===== src/sv/lacat_pkg.sv =====
// shared constants, codes and controller/datapath interface types
// for the lru age tracker; no dependencies
package lacat_pkg;

    // table geometry
    localparam int BLOCKS    = 256;
    localparam int IDX_W     = $clog2(BLOCKS);

    // field widths
    localparam int ADDR_W    = 16;
    localparam int LS_W      = 9;
    localparam int AGE_W     = 8;
    localparam int SPAN_W    = 9;
    localparam int OP_W      = 2;
    localparam int SUM_W     = IDX_W + SPAN_W + 1;

    // configuration port
    localparam int CFG_IDX_W  = 2;
    localparam int CFG_DATA_W = 9;
    localparam logic [CFG_IDX_W-1:0] REG_LINE_SIZE = 2'd0;
    localparam logic [CFG_IDX_W-1:0] REG_ASSOC     = 2'd1;

    // reset values
    localparam logic [LS_W-1:0]  RESET_LINE = 9'd64;
    localparam logic [AGE_W-1:0] RESET_AGE  = 8'd8;

    // operation codes
    localparam logic [OP_W-1:0] OP_SINGLE = 2'd0;
    localparam logic [OP_W-1:0] OP_RANGE  = 2'd1;
    localparam logic [OP_W-1:0] OP_SPAN   = 2'd2;

    // controller to datapath commands
    typedef struct packed {
        logic load_in;
        logic div_start;
        logic div_sel_end;
        logic b_load;
        logic e_load;
        logic b_inc;
        logic old_load;
        logic hit_capture;
        logic pass_start;
        logic set_err;
        logic age_eq_all;
    } dp_cmd_t;

    // datapath to controller status
    typedef struct packed {
        logic div_done;
        logic q_oor;
        logic e_lt_b;
        logic b_eq_last;
        logic b_eq_e;
        logic age_absent;
        logic pass_done;
    } dp_stat_t;

endpackage


===== src/sv/lacat_ram.sv =====
// generic simple dual-port ram, one write and one registered read port
// no dependencies
module lacat_ram #(
    parameter int WIDTH = 8,
    parameter int DEPTH = 256
) (
    input  logic                     clk,
    input  logic                     we,
    input  logic [$clog2(DEPTH)-1:0] waddr,
    input  logic [WIDTH-1:0]         wdata,
    input  logic [$clog2(DEPTH)-1:0] raddr,
    output logic [WIDTH-1:0]         rdata
);

    logic [WIDTH-1:0] mem [DEPTH];

    // write port and registered read
    always_ff @(posedge clk)
    begin
        if (we)
        begin
            mem[waddr] <= wdata;
        end
        rdata <= mem[raddr];
    end

endmodule


===== src/sv/lacat_div.sv =====
// restoring divider, one quotient bit per cycle, byte address by line size
// depends on lacat_pkg
module lacat_div
    import lacat_pkg::*;
(
    input  logic              clk,
    input  logic              rst_n,
    input  logic              start,
    input  logic [ADDR_W-1:0] dividend,
    input  logic [LS_W-1:0]   divisor,
    output logic              done,
    output logic [ADDR_W-1:0] quot
);

    localparam int CNT_W = $clog2(ADDR_W + 1);

    logic              run_reg;
    logic              done_reg;
    logic [CNT_W-1:0]  cnt_reg;
    logic [LS_W-1:0]   rem_reg;
    logic [ADDR_W-1:0] quot_reg;
    logic [LS_W-1:0]   dvs_reg;

    logic [LS_W:0]     trial;
    logic [LS_W:0]     diff;
    logic              ge;

    // trial subtraction for the next quotient bit
    assign trial = {rem_reg, quot_reg[ADDR_W-1]};
    assign ge    = trial >= {1'b0, dvs_reg};
    assign diff  = trial - {1'b0, dvs_reg};

    // step control
    always_ff @(posedge clk or negedge rst_n)
    begin
        if (!rst_n)
        begin
            run_reg  <= 1'b0;
            done_reg <= 1'b0;
            cnt_reg  <= '0;
        end
        else if (start)
        begin
            run_reg  <= 1'b1;
            done_reg <= 1'b0;
            cnt_reg  <= '0;
        end
        else if (run_reg)
        begin
            cnt_reg <= cnt_reg + 1'b1;
            if (cnt_reg == CNT_W'(ADDR_W - 1))
            begin
                run_reg  <= 1'b0;
                done_reg <= 1'b1;
            end
        end
        else
        begin
            done_reg <= 1'b0;
        end
    end

    // remainder and quotient shift
    always_ff @(posedge clk)
    begin
        if (start)
        begin
            rem_reg  <= '0;
            quot_reg <= dividend;
            dvs_reg  <= divisor;
        end
        else if (run_reg)
        begin
            rem_reg  <= ge ? diff[LS_W-1:0] : trial[LS_W-1:0];
            quot_reg <= {quot_reg[ADDR_W-2:0], ge};
        end
    end

    assign done = done_reg;
    assign quot = quot_reg;

endmodule


===== src/sv/lacat_dp.sv =====
// datapath: config registers, index registers, divider, age table and update pass
// depends on lacat_pkg, lacat_div, lacat_ram
module lacat_dp
    import lacat_pkg::*;
(
    input  logic                  clk,
    input  logic                  rst_n,
    input  dp_cmd_t               cmd,
    output dp_stat_t              stat,
    input  logic [ADDR_W-1:0]     addr,
    input  logic [ADDR_W-1:0]     end_addr,
    input  logic [SPAN_W-1:0]     span_lines,
    input  logic                  may_mode,
    input  logic                  cfg_we,
    input  logic [CFG_IDX_W-1:0]  cfg_index,
    input  logic [CFG_DATA_W-1:0] cfg_data,
    output logic                  hit,
    output logic                  status
);

    // configuration
    logic [LS_W-1:0]   ls_reg;
    logic [AGE_W-1:0]  assoc_reg;

    // latched item
    logic [ADDR_W-1:0] addr_reg;
    logic [ADDR_W-1:0] end_reg;
    logic [SPAN_W-1:0] span_reg;
    logic              may_reg;

    // indexes and touch state
    logic [IDX_W-1:0]  b_reg;
    logic [IDX_W-1:0]  e_reg;
    logic [IDX_W-1:0]  last_reg;
    logic [AGE_W-1:0]  old_reg;
    logic              hit_reg;
    logic              status_reg;

    // update pass pipeline
    logic              pass_rd_reg;
    logic [IDX_W-1:0]  cnt_reg;
    logic              wr_v_reg;
    logic [IDX_W-1:0]  wr_addr_reg;

    // entries written since reset
    logic [BLOCKS-1:0] valid_reg;
    logic              vld_q_reg;

    logic              div_done;
    logic [ADDR_W-1:0] quot;
    logic [LS_W-1:0]   divisor;
    logic [IDX_W-1:0]  q_idx;
    logic [SPAN_W-1:0] span_eff;
    logic [SUM_W-1:0]  last_sum;
    logic [IDX_W-1:0]  last_next;
    logic [IDX_W-1:0]  rd_addr;
    logic [AGE_W-1:0]  rdata;
    logic [AGE_W-1:0]  eff_age;
    logic [AGE_W-1:0]  wdata;
    logic              bump;

    // block index division, zero line size counts as one
    assign divisor = (ls_reg == '0) ? LS_W'(1) : ls_reg;

    lacat_div u_div (
        .clk      (clk),
        .rst_n    (rst_n),
        .start    (cmd.div_start),
        .dividend (cmd.div_sel_end ? end_reg : addr_reg),
        .divisor  (divisor),
        .done     (div_done),
        .quot     (quot)
    );

    assign q_idx = quot[IDX_W-1:0];

    // last block of a span, clipped to the table end
    assign span_eff  = (span_reg == '0) ? SPAN_W'(1) : span_reg;
    assign last_sum  = SUM_W'(q_idx) + SUM_W'(span_eff) - SUM_W'(1);
    assign last_next = (last_sum > SUM_W'(BLOCKS - 1)) ? IDX_W'(BLOCKS - 1)
                                                       : last_sum[IDX_W-1:0];

    // age table
    assign rd_addr = pass_rd_reg ? cnt_reg : b_reg;

    lacat_ram #(
        .WIDTH (AGE_W),
        .DEPTH (BLOCKS)
    ) u_age (
        .clk   (clk),
        .we    (wr_v_reg),
        .waddr (wr_addr_reg),
        .wdata (wdata),
        .raddr (rd_addr),
        .rdata (rdata)
    );

    // unwritten entries read as the reset age
    assign eff_age = vld_q_reg ? rdata : RESET_AGE;

    // new age of one entry during the pass
    assign bump  = (eff_age < old_reg) || ((eff_age == old_reg) && (cmd.age_eq_all || may_reg));
    assign wdata = (wr_addr_reg == b_reg) ? '0
                 : (bump && (eff_age < assoc_reg)) ? eff_age + 1'b1
                 : eff_age;

    // configuration registers
    always_ff @(posedge clk or negedge rst_n)
    begin
        if (!rst_n)
        begin
            ls_reg    <= RESET_LINE;
            assoc_reg <= RESET_AGE;
        end
        else if (cfg_we)
        begin
            case (cfg_index)
                REG_LINE_SIZE: ls_reg    <= cfg_data[LS_W-1:0];
                REG_ASSOC:     assoc_reg <= cfg_data[AGE_W-1:0];
                default:       ;
            endcase
        end
    end

    // control registers of the pass and the result
    always_ff @(posedge clk or negedge rst_n)
    begin
        if (!rst_n)
        begin
            pass_rd_reg <= 1'b0;
            cnt_reg     <= '0;
            wr_v_reg    <= 1'b0;
            valid_reg   <= '0;
            hit_reg     <= 1'b0;
            status_reg  <= 1'b0;
        end
        else
        begin
            if (cmd.pass_start)
            begin
                pass_rd_reg <= 1'b1;
                cnt_reg     <= '0;
            end
            else if (pass_rd_reg)
            begin
                cnt_reg <= cnt_reg + 1'b1;
                if (cnt_reg == IDX_W'(BLOCKS - 1))
                begin
                    pass_rd_reg <= 1'b0;
                end
            end
            wr_v_reg <= pass_rd_reg;
            if (wr_v_reg)
            begin
                valid_reg[wr_addr_reg] <= 1'b1;
            end
            if (cmd.load_in)
            begin
                hit_reg    <= 1'b0;
                status_reg <= 1'b0;
            end
            else
            begin
                if (cmd.set_err)
                begin
                    status_reg <= 1'b1;
                end
                if (cmd.hit_capture)
                begin
                    hit_reg <= eff_age < assoc_reg;
                end
            end
        end
    end

    // payload registers
    always_ff @(posedge clk)
    begin
        wr_addr_reg <= cnt_reg;
        vld_q_reg   <= valid_reg[rd_addr];
        if (cmd.load_in)
        begin
            addr_reg <= addr;
            end_reg  <= end_addr;
            span_reg <= span_lines;
            may_reg  <= may_mode;
        end
        if (cmd.b_load)
        begin
            b_reg    <= q_idx;
            last_reg <= last_next;
        end
        else if (cmd.b_inc)
        begin
            b_reg <= b_reg + 1'b1;
        end
        if (cmd.e_load)
        begin
            e_reg <= q_idx;
        end
        if (cmd.old_load)
        begin
            old_reg <= eff_age;
        end
    end

    // status towards the controller
    always_comb
    begin
        stat.div_done   = div_done;
        stat.q_oor      = quot >= ADDR_W'(BLOCKS);
        stat.e_lt_b     = q_idx < b_reg;
        stat.b_eq_last  = b_reg == last_reg;
        stat.b_eq_e     = b_reg == e_reg;
        stat.age_absent = eff_age >= assoc_reg;
        stat.pass_done  = wr_v_reg && (wr_addr_reg == IDX_W'(BLOCKS - 1));
    end

    assign hit    = hit_reg;
    assign status = status_reg;

endmodule


===== src/sv/lacat_ctrl.sv =====
// controller state machine sequencing division, span scan and update passes
// depends on lacat_pkg
module lacat_ctrl
    import lacat_pkg::*;
(
    input  logic            clk,
    input  logic            rst_n,
    input  logic            start,
    input  logic [OP_W-1:0] op,
    input  dp_stat_t        stat,
    output dp_cmd_t         cmd,
    output logic            busy,
    output logic            done
);

    typedef enum logic [3:0] {
        S_IDLE,
        S_DIV_B,
        S_WAIT_B,
        S_DIV_E,
        S_WAIT_E,
        S_SCAN_RD,
        S_SCAN_CHK,
        S_TOUCH_RD,
        S_TOUCH_OLD,
        S_PASS,
        S_ERR,
        S_DONE
    } state_t;

    state_t          state_reg;
    state_t          state_next;
    logic [OP_W-1:0] op_reg;

    // next state and commands
    always_comb
    begin
        state_next     = state_reg;
        cmd            = '0;
        cmd.age_eq_all = op_reg == OP_RANGE;
        unique case (state_reg)
            S_IDLE:
            begin
                if (start)
                begin
                    cmd.load_in = 1'b1;
                    case (op)
                        OP_SINGLE, OP_RANGE, OP_SPAN: state_next = S_DIV_B;
                        default:                      state_next = S_ERR;
                    endcase
                end
            end
            S_DIV_B:
            begin
                cmd.div_start = 1'b1;
                state_next    = S_WAIT_B;
            end
            S_WAIT_B:
            begin
                if (stat.div_done)
                begin
                    cmd.b_load = 1'b1;
                    if (stat.q_oor)
                    begin
                        state_next = S_ERR;
                    end
                    else
                    begin
                        case (op_reg)
                            OP_RANGE: state_next = S_DIV_E;
                            OP_SPAN:  state_next = S_SCAN_RD;
                            default:  state_next = S_TOUCH_RD;
                        endcase
                    end
                end
            end
            S_DIV_E:
            begin
                cmd.div_start   = 1'b1;
                cmd.div_sel_end = 1'b1;
                state_next      = S_WAIT_E;
            end
            S_WAIT_E:
            begin
                cmd.div_sel_end = 1'b1;
                if (stat.div_done)
                begin
                    if (stat.q_oor)
                    begin
                        state_next = S_ERR;
                    end
                    else
                    begin
                        cmd.e_load = 1'b1;
                        state_next = stat.e_lt_b ? S_DONE : S_TOUCH_RD;
                    end
                end
            end
            S_SCAN_RD:
            begin
                state_next = stat.b_eq_last ? S_TOUCH_RD : S_SCAN_CHK;
            end
            S_SCAN_CHK:
            begin
                if (stat.age_absent)
                begin
                    state_next = S_TOUCH_RD;
                end
                else
                begin
                    cmd.b_inc  = 1'b1;
                    state_next = S_SCAN_RD;
                end
            end
            S_TOUCH_RD:
            begin
                state_next = S_TOUCH_OLD;
            end
            S_TOUCH_OLD:
            begin
                cmd.old_load    = 1'b1;
                cmd.hit_capture = op_reg != OP_RANGE;
                cmd.pass_start  = 1'b1;
                state_next      = S_PASS;
            end
            S_PASS:
            begin
                if (stat.pass_done)
                begin
                    if ((op_reg == OP_RANGE) && !stat.b_eq_e)
                    begin
                        cmd.b_inc  = 1'b1;
                        state_next = S_TOUCH_RD;
                    end
                    else
                    begin
                        state_next = S_DONE;
                    end
                end
            end
            S_ERR:
            begin
                cmd.set_err = 1'b1;
                state_next  = S_DONE;
            end
            S_DONE:
            begin
                state_next = S_IDLE;
            end
            default:
            begin
                state_next = S_IDLE;
            end
        endcase
    end

    // state and latched op
    always_ff @(posedge clk or negedge rst_n)
    begin
        if (!rst_n)
        begin
            state_reg <= S_IDLE;
            op_reg    <= OP_SINGLE;
        end
        else
        begin
            state_reg <= state_next;
            if (cmd.load_in)
            begin
                op_reg <= op;
            end
        end
    end

    assign busy = state_reg != S_IDLE;
    assign done = state_reg == S_DONE;

endmodule


===== src/sv/lru_age_cache_access_tracker_core.sv =====
// lru age tracker, top level joining controller and datapath
// depends on lacat_pkg, lacat_ctrl, lacat_dp
//
// usage
//   an item is taken at a rising edge with start high and busy low; busy
//   stays high until the result has been shown. the result (hit, status)
//   is valid for exactly one cycle while done is high; the receiver cannot
//   hold it off. op 0 touches one block, op 1 every block of a byte range,
//   op 2 the first absent block of a span or else its last block.
//   an item runs through the division of its base address, then per touched
//   block one read for the old age and one pass over the age table through
//   its one read and one write port, then the done state; the next item is
//   taken only once busy has fallen. op 1 adds a second division for the
//   range end and a read and a pass per block of its range; op 2 first scans
//   its span block by block from the base. a base index beyond the table, a
//   range end beyond it or an undefined op skips the touch and ends with
//   status set; an undefined op also skips the division.
//   configuration: cfg_valid/cfg_ready write channel, always ready, index 0
//   line size, index 1 associativity; write it only while idle.
//   reset: line size 64, associativity 8, every age reads as 8 through
//   per-entry valid bits, so no clearing sweep is needed.
module lru_age_cache_access_tracker_core
    import lacat_pkg::*;
(
    input  logic                  clk,
    input  logic                  rst_n,
    input  logic                  start,
    output logic                  busy,
    input  logic [OP_W-1:0]       op,
    input  logic [ADDR_W-1:0]     addr,
    input  logic [ADDR_W-1:0]     end_addr,
    input  logic [SPAN_W-1:0]     span_lines,
    input  logic                  may_mode,
    output logic                  done,
    output logic                  hit,
    output logic                  status,
    input  logic                  cfg_valid,
    output logic                  cfg_ready,
    input  logic [CFG_IDX_W-1:0]  cfg_index,
    input  logic [CFG_DATA_W-1:0] cfg_data
);

    dp_cmd_t  cmd;
    dp_stat_t stat;

    // configuration writes are always taken
    assign cfg_ready = 1'b1;

    // sequencing
    lacat_ctrl u_ctrl (
        .clk   (clk),
        .rst_n (rst_n),
        .start (start),
        .op    (op),
        .stat  (stat),
        .cmd   (cmd),
        .busy  (busy),
        .done  (done)
    );

    // storage and arithmetic
    lacat_dp u_dp (
        .clk        (clk),
        .rst_n      (rst_n),
        .cmd        (cmd),
        .stat       (stat),
        .addr       (addr),
        .end_addr   (end_addr),
        .span_lines (span_lines),
        .may_mode   (may_mode),
        .cfg_we     (cfg_valid && cfg_ready),
        .cfg_index  (cfg_index),
        .cfg_data   (cfg_data),
        .hit        (hit),
        .status     (status)
    );

endmodule


===== config.mk =====
export PLATFORM = sky130hd
export DESIGN_NAME = lru_age_cache_access_tracker_core
export DESIGN_NICKNAME = d
export VERILOG_FILES = /design/src/sv/lacat_pkg.sv /design/src/sv/lacat_ram.sv /design/src/sv/lacat_div.sv /design/src/sv/lacat_dp.sv /design/src/sv/lacat_ctrl.sv /design/src/sv/lru_age_cache_access_tracker_core.sv
export SDC_FILE = /design/constraint.sdc
export NUM_CORES = 2
export LEC_CHECK = 0
export BUFFER_PORTS_ARGS = -buffer_cell sky130_fd_sc_hd__buf_2
export CORE_ASPECT_RATIO = 0.6
export CORE_MARGIN = 4
export CORE_UTILIZATION = 50
export DETAILED_ROUTE_END_ITERATION = 8
export PLACE_DENSITY = 0.68
export SLEW_MARGIN = 20
export SYNTH_ARGS = -nofsm -noshare
export SYNTH_HDL_FRONTEND = slang
export SYNTH_HIERARCHICAL = 1
export SYNTH_SLANG_ARGS = --single-unit

===== constraint.sdc =====
create_clock -name clk -period 13.55 [get_ports clk]
set_input_delay 2.0325 -clock clk [delete_from_list [all_inputs] [get_ports clk]]
set_output_delay 2.0325 -clock clk [all_outputs]
set_load 0.03 [all_outputs]

==> results.cfg <==
[synth]
synth_xor_area_share_pct = 0.476
synth_top_family_by_area = multiplexers
top_reg_cell_synth = sky130_fd_sc_hd__edfxtp_1
post_synth_fa_ha_maj_area_fraction_pct = 0.732
yosysSeqAreaShare_pct = 72.9
syn-num-nets = 5574
ys.warnings.count = 6
yosys_register_bits = 2471
synth.lib_cells_used.distinct = 98
synth_mux_area_share_pct = 13.4
synth-simple-area-share_pct = 4.15
synth_top_cell_by_area = sky130_fd_sc_hd__edfxtp_1
yosys.area.top_type_share_pct = 64.8
synthCells = 5458
synth_edf_count = 2147
syn_area_per_cell_sq_um = 18.2
commonest_cells_in_the_synthesized_netlist = sky130_fd_sc_hd__edfxtp_1, sky130_fd_sc_hd__mux4_2, sky130_fd_sc_hd__nor2_1, sky130_fd_sc_hd__dfrtp_1, sky130_fd_sc_hd__mux2i_1
post-synth-top-count-cell = sky130_fd_sc_hd__edfxtp_1
async_reset_ff_share_pct = 12.1
synthesis.area_sq_mm = 0.0994
synth_compound_gate_area_share_pct = 6.07
top_post_synthesis_cells_by_area = sky130_fd_sc_hd__edfxtp_1, sky130_fd_sc_hd__mux4_2, sky130_fd_sc_hd__dfrtp_1, sky130_fd_sc_hd__mux2i_1, sky130_fd_sc_hd__a21o_1

[timing]
final_worst_path_period_share_pct = 41.9
setup_violations = 0
setup_total_negative_slack_ns = 0
worst_slew_margin_rel_pct = 18.4
slew_violations = 0
rsz_0062_raised_after_global_routing = false
period_minus_slack_ns = 5.67
clock_skew_ns = 0.0858
hold_viol = 0
tightestPinTransition_ns = 1.22
max_clock_freq_mhz = 176

[routing]
finalWirelength_microns = 255000
drc = 0
detail-route-antenna-nets = 0
drtIter0Drc = 7850
routed_wire_length_per_instance_microns = 30.7
detailedRoute.firstPassIterationCount = 6
dr_total_vias = 54200
avgViaCountPerCell = 6.52

[floorplanning]
io_pins = 64
initial_core_util_pct = 50.4
cell_rows = 126
die-height_microns = 353
chipWidth_microns = 584
die_area_sq_mm = 0.206
core_sq_mm = 0.197

[cts]
post-cts-setup-buffer-count = 0
cts.path.max_buffers = 4
htree_levels = 4
numClockSinks = 2471
tritoncts.num_buffers = 215
worstSkewPairLatency_ns = 0.88
cts.reportedPaths.clkPinSlew_ns = 0.07
cts_tree = built
cts-hold-fix-buffers = 0
cts.root.buffer_cell = sky130_fd_sc_hd__clkbuf_16
cts_resized = 0

[global_routing]
globalRouteTotalUtil_pct = 24.5
grt_pass1_vias = 52100
gr-total-overflow = 0
grt_pass1_wl_microns = 372000
grt_max_degree = 213
antenna_found_initial = 6

[worst_setup_path]
crit_chain = buf_4 -> mux2i_4 -> inv_8 -> buf_12 -> buf_12 -> mux4_2 -> nor2b_1 -> a211oi_1 -> nor3_1 -> nor4_1 -> buf_4 -> nor4_2
crit-reg2reg-launch = u_dp/pass_rd_reg$_DFF_PN0_
startpoint_type = flip-flop
timing.critical_path.slowest_cell_delay_ns = 0.86
path_buf_inv = 5
timing.critical_path.fanout_max = 104
slowest_cell_on_crit_path = sky130_fd_sc_hd__nor4_1
crit_start = u_dp/pass_rd_reg$_DFF_PN0_
timing_worst_setup_path_type = flip-flop to flip-flop
crit_path_end_kind = flip-flop
cp_data_arrival_time_ns = 6.40
worst-endpoint-required_ns = 14.28
reg_to_reg_slack_setup_ns = 7.88
cell_family_with_the_largest_share_of_critical_path_delay = buffers and inverters

[layout]
layout.cells.non_filler = 8316
net_count_of_the_finished_layout = 5636
area.growth.synth_to_final_pct = 10.1
largest_reg_flops = 2048
layout.filler_cells = 14700
layout-drive-gt1-share_pct = 19.5

[place]
place.detailed.hpwl_microns = 158000
port_bufs = 62
dpl.cell_count = 7922
place.gp.congestion = 0.877

[pwr]
p_leak_nw = 37.6
pwr_dens_mw_per_mm2 = 230
ir_drop_mv = 0.378

[worst_hold_path]
holdCritPathClass = flip-flop to flip-flop
worst_hold_startpoint = u_dp/valid_reg[73]$_DFFE_PN0P_

[job]
max_cap_viol_count = 0

[status]
run_status = finished, final reports clean
## cell families (layout without fill, tap and decap cells)
kind of cell    Yosys count  after routing
other cells               1              5
compound gates          849            849
flops                  2471           2471
simple gates            875            875
xor+xnor                 54             54
mux                     727            727
fa+ha+maj                57             57
buf+inv                 424            654
## where the power goes
part           total [mW]  internal, mW  switching, mW
Clock                6.25          3.52           2.73
Sequential           10.5          10.3          0.240
Combinational        8.42          2.70           5.72
## cell usage in the layout, fill, tap and decap left out, types with 30 or more instances in the layout
| master | n |
|---|---|
| sky130_fd_sc_hd__a211oi_1 | 30 |
| sky130_fd_sc_hd__a21o_1 | 194 |
| sky130_fd_sc_hd__a21oi_1 | 153 |
| sky130_fd_sc_hd__a22oi_1 | 140 |
| sky130_fd_sc_hd__buf_2 | 61 |
| sky130_fd_sc_hd__buf_4 | 108 |
| sky130_fd_sc_hd__clkbuf_1 | 47 |
| sky130_fd_sc_hd__clkbuf_16 | 221 |
| sky130_fd_sc_hd__clkinv_2 | 43 |
| sky130_fd_sc_hd__dfrtp_1 | 296 |
| sky130_fd_sc_hd__edfxtp_1 | 2147 |
| sky130_fd_sc_hd__ha_1 | 55 |
| sky130_fd_sc_hd__inv_1 | 80 |
| sky130_fd_sc_hd__mux2_2 | 52 |
| sky130_fd_sc_hd__mux2i_1 | 195 |
| sky130_fd_sc_hd__mux4_2 | 466 |
| sky130_fd_sc_hd__nand2_1 | 162 |
| sky130_fd_sc_hd__nand2b_1 | 31 |
| sky130_fd_sc_hd__nand3_1 | 75 |
| sky130_fd_sc_hd__nand4_1 | 30 |
| sky130_fd_sc_hd__nor2_1 | 350 |
| sky130_fd_sc_hd__nor2b_1 | 43 |
| sky130_fd_sc_hd__nor3_1 | 36 |
| sky130_fd_sc_hd__o21ai_0 | 38 |
| sky130_fd_sc_hd__o21bai_1 | 74 |
| sky130_fd_sc_hd__o221ai_1 | 49 |
| sky130_fd_sc_hd__o22ai_1 | 51 |
| sky130_fd_sc_hd__xnor2_1 | 43 |
## through the flow
stage	total power [mW]	cell area [sq um]	hold slack (ns)	util [%]	setup WS, ns
floorplan	16.3	99400	0.345	-	3.14
global placement	18.7	102000	0.426	51.9	7.91
detailed placement	18.9	102000	0.437	51.9	8.02
CTS	25.1	109000	0.451	55.5	8.01
global route	26.1	110000	0.463	55.5	7.66
finish	25.2	110000	0.448	55.5	7.88
## per-layer routing
layer,vias up,GRT usage (%),share of wire [%]
li1,22000,-,-
met1,28400,39.9,44
met2,3522,31.3,40
met3,342,8.68,15
met4,2,4.89,1.8
met5,-,0,0.0051
## worst paths after layout
kind,to,depth (start not counted)
worst max-delay path,u_dp/u_age/rdata[0]$_DFF_P_,12
worst min-delay path,u_dp/valid_reg[73]$_DFFE_PN0P_,1
worst max register to register,u_dp/u_age/rdata[0]$_DFF_P_,12
worst min register to register,u_dp/valid_reg[73]$_DFFE_PN0P_,1
max in group asynchronous,u_dp/ls_reg[7]$_DFFE_PN0P_,4
min in group asynchronous,u_dp/valid_reg[69]$_DFFE_PN0P_,1
## layout make-up
type / count / area (sq um) / share of cell area (%)
clock buffers: 282 / 5900 / 5.39
inverters: 85 / 329 / 0.300
flip-flops and latches: 2471 / 72500 / 66.2
well taps: 2624 / 3280 / 3.00
multi-input cells: 2563 / 25000 / 22.8
repair buffers: 184 / 1390 / 1.27
diodes: 4 / 10.0 / 0.00914
clock inverters: 103 / 1130 / 1.04
Power figures use the tool's default switching activity.
